===== src/design/rbd_pkg.sv =====
// Shared types, constants and channel expansion functions for the 2x2 box downscaler.
package rbd_pkg;

   localparam int MAX_WIDTH  = 512;
   localparam int MAX_HEIGHT = 512;
   localparam int LINE_DEPTH = MAX_WIDTH / 2;
   localparam int LINE_AW    = $clog2(LINE_DEPTH);
   localparam int POS_W      = $clog2(MAX_WIDTH);
   localparam int SIZE_W     = 10;
   localparam int SUM_W      = 9;

   localparam logic [SIZE_W-1:0] SIZE_MIN     = SIZE_W'(2);
   localparam logic [SIZE_W-1:0] WIDTH_MAX    = SIZE_W'(MAX_WIDTH);
   localparam logic [SIZE_W-1:0] HEIGHT_MAX   = SIZE_W'(MAX_HEIGHT);
   localparam logic [SIZE_W-1:0] SIZE_DEFAULT = SIZE_W'(466);

   localparam int CSR_IDX_W = 1;
   localparam logic [CSR_IDX_W-1:0] REG_FRAME_WIDTH  = 1'b0;
   localparam logic [CSR_IDX_W-1:0] REG_FRAME_HEIGHT = 1'b1;

   typedef struct packed {
      logic [7:0] red;
      logic [7:0] green;
      logic [7:0] blue;
   } rgb_type;

   typedef struct packed {
      logic [SUM_W-1:0] red;
      logic [SUM_W-1:0] green;
      logic [SUM_W-1:0] blue;
   } pair_sum_type;

   typedef struct packed {
      logic         valid;
      logic         row_end;
      logic         frame_end;
      pair_sum_type sum;
   } pair_info_type;

   // v*255/31 = 8v + floor(7v/31); the small quotient by reciprocal multiply
   function automatic logic [7:0] expand5(input logic [4:0] v);
      logic [7:0]  y;
      logic [18:0] p;
      y = ({3'b000, v} << 3) - {3'b000, v};
      p = {11'd0, y} * 19'd2115;
      return {v, 3'b000} + {5'd0, p[18:16]};
   endfunction

   // v*255/63 = 4v + floor(v/21)
   function automatic logic [7:0] expand6(input logic [5:0] v);
      logic [1:0] q;
      if (v >= 6'd63) q = 2'd3;
      else if (v >= 6'd42) q = 2'd2;
      else if (v >= 6'd21) q = 2'd1;
      else q = 2'd0;
      return {v, 2'b00} + {6'd0, q};
   endfunction

   function automatic logic [SIZE_W-1:0] clamp_size(input logic [SIZE_W-1:0] v,
                                                    input logic [SIZE_W-1:0] hi);
      if (v < SIZE_MIN) return SIZE_MIN;
      if (v > hi) return hi;
      return v;
   endfunction

endpackage


===== src/design/rbd_pair_stage.sv =====
// Position tracking, channel expansion, horizontal pair sums and line store access.
module rbd_pair_stage (
   input  logic                         clock,
   input  logic                         reset,
   input  logic                         s0_valid,
   input  logic                         s1_ready,
   input  logic [15:0]                  pixel,
   input  logic                         frame_start,
   input  logic [rbd_pkg::SIZE_W-1:0]   frame_width,
   input  logic [rbd_pkg::SIZE_W-1:0]   frame_height,
   output logic                         mem_wr_en,
   output logic                         mem_rd_en,
   output logic [rbd_pkg::LINE_AW-1:0]  mem_addr,
   output rbd_pkg::pair_sum_type        mem_wr_data,
   output rbd_pkg::pair_info_type       info
);

   logic [rbd_pkg::POS_W-1:0]  col_ff, col_in, row_ff, row_in;
   logic [rbd_pkg::POS_W-1:0]  col, row;
   logic [rbd_pkg::SIZE_W-1:0] w, h, col_next, row_next, last_col, last_row;
   logic [15:0]                swapped;
   rbd_pkg::rgb_type           px_rgb, hold_ff, hold_in;
   rbd_pkg::pair_sum_type      pair;
   rbd_pkg::pair_info_type     info_ff, info_in;
   logic                       move, odd_col, odd_row, row_end;

   assign move = s0_valid & s1_ready;

   assign w = rbd_pkg::clamp_size(frame_width, rbd_pkg::WIDTH_MAX);
   assign h = rbd_pkg::clamp_size(frame_height, rbd_pkg::HEIGHT_MAX);
   assign last_col = {w[rbd_pkg::SIZE_W-1:1], 1'b0} - rbd_pkg::SIZE_W'(1);
   assign last_row = {h[rbd_pkg::SIZE_W-1:1], 1'b0} - rbd_pkg::SIZE_W'(1);

   assign col = frame_start ? '0 : col_ff;
   assign row = frame_start ? '0 : row_ff;
   assign odd_col = col[0];
   assign odd_row = row[0];

   assign swapped = {pixel[7:0], pixel[15:8]};
   assign px_rgb.red   = rbd_pkg::expand5(swapped[15:11]);
   assign px_rgb.green = rbd_pkg::expand6(swapped[10:5]);
   assign px_rgb.blue  = rbd_pkg::expand5(swapped[4:0]);

   assign pair.red   = {1'b0, hold_ff.red}   + {1'b0, px_rgb.red};
   assign pair.green = {1'b0, hold_ff.green} + {1'b0, px_rgb.green};
   assign pair.blue  = {1'b0, hold_ff.blue}  + {1'b0, px_rgb.blue};

   assign row_end = ({1'b0, col} == last_col);

   assign mem_wr_en   = move & odd_col & ~odd_row;
   assign mem_rd_en   = move & odd_col & odd_row;
   assign mem_addr    = col[rbd_pkg::POS_W-1:1];
   assign mem_wr_data = pair;

   always_comb begin
      col_in  = col_ff;
      row_in  = row_ff;
      hold_in = hold_ff;
      col_next = {1'b0, col} + rbd_pkg::SIZE_W'(1);
      row_next = {1'b0, row} + rbd_pkg::SIZE_W'(1);
      if (move) begin
         if (!odd_col) begin
            hold_in = px_rgb;
         end
         if (col_next >= w) begin
            col_in = '0;
            row_in = (row_next >= h) ? '0 : row_next[rbd_pkg::POS_W-1:0];
         end else begin
            col_in = col_next[rbd_pkg::POS_W-1:0];
            row_in = row;
         end
      end
   end

   always_comb begin
      info_in = info_ff;
      if (s1_ready) begin
         info_in.valid     = mem_rd_en;
         info_in.row_end   = row_end;
         info_in.frame_end = row_end & ({1'b0, row} == last_row);
         info_in.sum       = pair;
      end
   end

   always_ff @(posedge clock) begin
      if (reset) begin
         col_ff        <= '0;
         row_ff        <= '0;
         hold_ff       <= '0;
         info_ff.valid <= 1'b0;
      end else begin
         col_ff        <= col_in;
         row_ff        <= row_in;
         hold_ff       <= hold_in;
         info_ff.valid <= info_in.valid;
      end
      info_ff.row_end   <= info_in.row_end;
      info_ff.frame_end <= info_in.frame_end;
      info_ff.sum       <= info_in.sum;
   end

   assign info = info_ff;

endmodule


===== config.mk =====
export PLATFORM = sky130hd
export DESIGN_NAME = rbd_pair_stage
export DESIGN_NICKNAME = d
export VERILOG_FILES = /design/src/design/rbd_pkg.sv /design/src/design/rbd_pair_stage.sv
export SDC_FILE = /design/constraint.sdc
export NUM_CORES = 1
export LEC_CHECK = 0
export BUFFER_PORTS_ARGS = -buffer_cell sky130_fd_sc_hd__buf_2
export CAP_MARGIN = 40
export CORE_MARGIN = 2
export CORE_UTILIZATION = 51
export DETAILED_ROUTE_END_ITERATION = 12
export GPL_TIMING_DRIVEN = 0
export PLACE_DENSITY_LB_ADDON = 0.1
export RECOVER_POWER = 100
export SLEW_MARGIN = 20
export SYNTH_ARGS = -nofsm -noshare
export SYNTH_HDL_FRONTEND = slang
export SYNTH_SLANG_ARGS = --single-unit

===== constraint.sdc =====
create_clock -name clock -period 8.6 [get_ports clock]
set_input_delay 0.86 -clock clock [delete_from_list [all_inputs] [get_ports clock]]
set_output_delay 0.86 -clock clock [all_outputs]
set_load 0.05 [all_outputs]

Yosys cells after proc, flatten, opt, wreduce, memory -nomap -nowiden

Index checks and enable logic that the tools add are counted.

Register bits after elaboration: 72
Output and inout port bits: 67
Word-level logic and storage cells: 66

Add/subtract/negate cells: 12
Multiply operators: 2
Order comparisons: 9
Equality and inequality tests: 2
Multiplexer cells: 22
Bitwise logic cells: 7
Reduce and logical (&&, ||, !) cells: 1

Operator list:

| cell                                                                          | number |
|---|---|
| 10-bit two-way mux                                                            | 8 |
| 9-bit two-way mux                                                             | 5 |
| 8-bit by 12-bit multiplier with 19-bit output, second input constant          | 2 |
| 8-bit by 8-bit adder with 9-bit output                                        | 3 |
| 9-bit by 1-bit adder with 10-bit output, second input constant                | 2 |
| 9-bit by 10-bit == test with 1-bit output                                     | 2 |
| 10-bit >= comparator                                                          | 2 |
| 10-bit > comparator, second input constant                                    | 2 |
| 10-bit by 2-bit less-than comparator with 1-bit output, second input constant | 2 |
| 10-bit by 1-bit subtractor with 10-bit output, second input constant          | 2 |
| 8-bit by 3-bit adder with 8-bit output                                        | 2 |
| 8-bit by 5-bit subtractor with 8-bit output                                   | 2 |
| 6-bit >= comparator, second input constant                                    | 2 |
| 8-bit by 2-bit adder with 8-bit output                                        | 1 |
| 1-bit two-way mux                                                             | 7 |
| 6-bit by 5-bit >= comparator with 1-bit output, second input constant         | 1 |
| 1-bit AND                                                                     | 5 |
| 2-bit two-way mux                                                             | 2 |
| 1-bit NOT                                                                     | 2 |
| 2-bit AND reduction                                                           | 1 |

Longest topological paths before layout

Depth in word-level cells: 8
Mapped depth: 27
Mapped depth without buffers: 27

Worst setup path after synthesis

OpenSTA, ideal clock, no wires.

Path kind: input to output
Start: in pixel[12]
End: out mem_wr_data[7] in the netlist's numbering
Arrival: 6.427 ns
Data required time: 7.740 ns
Path slack: 1.313 ns
Stages on the path: 22
Buffers on the path: 0
Path through: inv_1 > ha_1 > a21o_1 > a311o_1 > xnor2_1 > inv_1 > ha_1 > fa_1 > ha_1 > ha_1 > a311oi_1 > nor4_1 > o21a_1 > maj3_1 > xnor2_1 > ha_1 > a21o_1 > a21oi_1 > o21bai_1 > a21oi_1 > o21ai_1 > xor2_1

RTL lines:

| what            | line                 | source |
|---|---|---|
| start, declared | rbd_pair_stage.sv:7  | `input logic [15:0] pixel,` |
| end, declared   | rbd_pair_stage.sv:14 | `output rbd_pkg::pair_sum_type mem_wr_data,` |

==> key figures <==
Run status
  • Status: complete, but fails checks
  • Failing checks: capacitance limit, slew limit

Synth
  • Post-synth top flop: dfxtp_1
  • Syn_area_per_cell: 8.794 um2
  • Synth top area cells: ha_1 24%, edfxtp_1 13%, dfxtp_1 13%
  • Yosys Warn Count: 0
  • Number of synthesized flops with an enable pin: 29
  • Mapped Area: 0.006516 mm2
  • Syn Nets: 913
  • FF+latch count, synth: 72
  • Leading area contributor after synthesis: ha_1
  • Synth top area share: 0.2419
  • Count of different cell masters after synthesis: 66
  • Asr flop ratio synth: 0
  • Post-synthesis sequential area ratio: 0.2657
  • Post-synthesis cell count: 741

CTS
  • CTS Hold Bufs: 0
  • Skew-Pair Late Insertion Delay: 0.33 ns
  • CTS Buf Count: 9
  • Htree depth: 3
  • Setup Buffers After CTS: 0
  • CTS tree: built
  • Clk sinks: 72
  • Clock-pin slew on the worst setup and hold paths: 0.06 ns
  • Post_cts resized: 0
  • CTS root buffer: clkbuf_16
  • Max clock buf depth: 2

STA
  • Fin crit share: 0.9276
  • Unrepaired setup endpoints after global routing: no
  • Clock period minus final worst setup slack: 7.977 ns
  • F_max: 125.4 MHz
  • Headroom to the max-slew limit: -0.2801
  • Tightest Pin Transition: 1.920 ns
  • Setup TNS: 0 ns
  • Clock skew: 0.01138 ns
  • Final Hold Violating Endpoints: 0
  • Max-slew violations: 33
  • # setup viols final: 0

Die
  • I/O pin count: 108
  • Die W: 117.0 um
  • Core area: 0.01257 mm2
  • Starting Density: 0.5185
  • Row count: 41
  • Die height: 117.0 um
  • Die footprint: 0.01370 mm2

Setup path
  • Crit path to: mem_wr_data[6]
  • Worst endpoint required time: 7.74 ns
  • CP Capture Type: primary output
  • Crit path largest cell delay: 0.49 ns
  • Critical Path AT: 7.12 ns
  • Crit-path cells: clkbuf_1 -> inv_1 -> ha_1 -> a21o_1 -> a311o_1 -> xnor2_1 -> inv_1 -> ha_1 -> fa_1 -> ha_1 -> ha_1 -> a311oi_1 -> nor4_1 -> o21a_1 -> maj3_1 -> xnor2_1 -> fa_1 -> a21o_1 -> a21oi_1 -> o21bai_1 -> a21oi_1 -> xnor2_1 -> clkbuf_1
  • R2R Setup Slk: 4.74 ns
  • Critical Path Start Type: input pin
  • WS Path Type: input pin to primary output
  • Worst R2R Path Depth: 13
  • Cell family with most CP delay: adder cells
  • Crit path max fanout: 6
  • R2r endpoint: row_ff[8]
  • Crit path from: pixel[12]
  • Critical-path top delay cell: clkbuf_1
  • Most used cell, CP: ha_1
  • Cell depth of the worst setup path: 23
  • Reg2reg start: row_ff[0]
  • WP buf/inv: 4

Finish
  • Fill cells: 1194
  • Share of cells above drive strength 1: 0.08014
  • Non-Filler Instances: 1033
  • Final #Nets: 1028
  • Synthesis-to-layout area growth: 14.36%
  • Ant diodes: 0

Global routing
  • Tot GR Track Use: 0.2312
  • Antenna violations before repair: 0
  • Vias in the first global route: 5593
  • Largest net degree at the start of global routing: 33
  • First-pass GRT wire length: 25490 um
  • Overflow left after global routing: 0

Pwr
  • Pwr dens: 172.8 mW/mm2
  • Pleak: 0.003355 uW
  • Peak supply drop: 0.1347 mV

Place
  • Routability cong.: 0.8605
  • Placed cells: 1017
  • Port Buf Inserts: 104
  • DP Wirelength: 12350 um

Routing
  • Drt wl/cell: 14.82 um
  • Post-route ant nets: 0
  • Vias post-DR: 5722
  • Drt first pass iters: 5
  • Drt initial violations: 246
  • Final WL: 15310 um
  • Post-DR vias/cell: 5.539
  • DRC: 0

Job
  • Max-cap violation count: 1

Worst hold path
  • Hold crit path type: register to register
[worst register-to-register path, stage by stage (launching register included)]
cell	delay, ns
dfxtp_1	0.49
nor2b_1	0.29
ha_1	0.30
and3_1	0.22
nand3_1	0.15
o21ai_1	0.18
a21oi_1	0.11
ha_1	0.21
or4_1	0.50
a211oi_1	0.23
o21ai_0	0.17
a21oi_1	0.35
nor2b_1	0.40
a32o_1	0.22
[routing by layer]
| metal | part of all wire | track usage | vias up |
|---|---|---|---|
| met1 | 0.45 | 0.2946 | 2651 |
| met3 | 0.042 | 0.03553 | 20 |
| li1 | - | - | 2921 |
| met4 | 0.016 | 0.06510 | 0 |
| met5 | 0 | 0 | - |
| met2 | 0.49 | 0.4073 | 130 |
[registers in the layout (all words and copies together), names as in the netlist]
signal and flops:
hold_ff 24, row_ff 9, info 30, col_ff 9
[cells in the mapped netlist, types with 4 or more instances]
library cell	n
nor2b_1	14
a221oi_1	4
a211oi_1	6
xnor2_1	41
nor4_1	8
and3_1	6
nand3_1	29
edfxtp_1	29
a21o_1	17
inv_2	5
a21oi_1	58
nor2_1	46
a311oi_1	4
nand2_1	90
nor3_1	16
o21ai_0	16
o21a_1	6
fa_1	5
clkbuf_1	21
a32o_1	4
o21bai_1	5
o21ai_1	17
a22o_1	4
inv_1	30
a31oi_1	5
o31ai_1	4
dfxtp_1	43
ha_1	126
nand2b_1	14
xor2_1	21
[stage by stage]
stage	utilization	cell area (um2)	worst slack [ns]	total power (uW)	hold WS (ns)
after floorplan	-	6516	1.313	810.7	0.4365
after global placement	0.5770	7252	0.9407	921.5	0.4456
after detailed placement	0.5770	7252	0.8410	941.7	0.4554
after CTS	0.6005	7547	0.8130	1313	0.4636
after global routing	0.5929	7452	0.1890	1373	0.4827
final	0.5929	7452	0.6227	1288	0.4581
[power by group]
| group | internal [uW] | total (uW) | switching [uW] |
|---|---|---|---|
| Combinational | 160 | 525 | 365 |
| Sequential | 387 | 396 | 8.90 |
| Clock | 224 | 367 | 143 |
| Total | 771 | 1290 | 517 |
[worst min-delay path by stage]
| stage | start | cells past startpoint | to | slack (ns) |
|---|---|---|---|---|
| 2_1_floorplan | col_ff[8] | 2 | col_ff[8] | 0.44 |
| 3_3_place_gp | hold_ff[5] | 2 | hold_ff[5] | 0.45 |
| 3_5_place_dp | hold_ff[13] | 2 | hold_ff[13] | 0.46 |
| 4_1_cts | hold_ff[13] | 2 | hold_ff[13] | 0.46 |
| 5_1_grt | hold_ff[6] | 2 | hold_ff[6] | 0.48 |
| 6_report | hold_ff[13] | 2 | hold_ff[13] | 0.46 |
[cell usage in the layout (no fill, tap or decap), drive strengths merged, types with 2 or more instances in the layout]
master	n
o21a	6
a21oi	59
nor2	46
o211a	2
xnor2	41
mux2i	2
fa	5
buf	37
clkbuf	101
nor2b	16
nor3	16
nand2b	14
o21ai	33
a211oi	6
a31oi	5
or4	3
a21o	17
inv	36
ha	126
a311oi	4
nand3	29
or3	3
a22o	4
nor4	9
clkinv	5
xor2	21
o31ai	4
a22oi	2
o211ai	3
and3	7
o221ai	2
dfxtp	43
a221oi	4
nand2	90
edfxtp	29
o21bai	5
a32o	4
[layout make-up]
type                            instances  area (um2)  area share
Clock buffer                            9       225.2     0.03022
Inverter                               36       135.1     0.01813
Multi-Input combinational cell        608        4518      0.6063
Clock inverter                          7       70.07    0.009402
Timing Repair Buffer                  104       436.7     0.05860
Buffer                                 25       120.1     0.01612
Sequential cell                        72        1732      0.2324
Tap cell                              172       215.2     0.02888
[cells by family after synthesis]
kind of cell    Yosys count  share of synthesized area
simple gates            240                     0.1767
compound gates          172                     0.1715
fa+ha+maj               132                     0.2588
flops                    72                     0.2657
xor+xnor                 62                    0.08333
buf+inv                  61                    0.04090
mux                       2                   0.003072
Power figures use the tool's default switching activity.
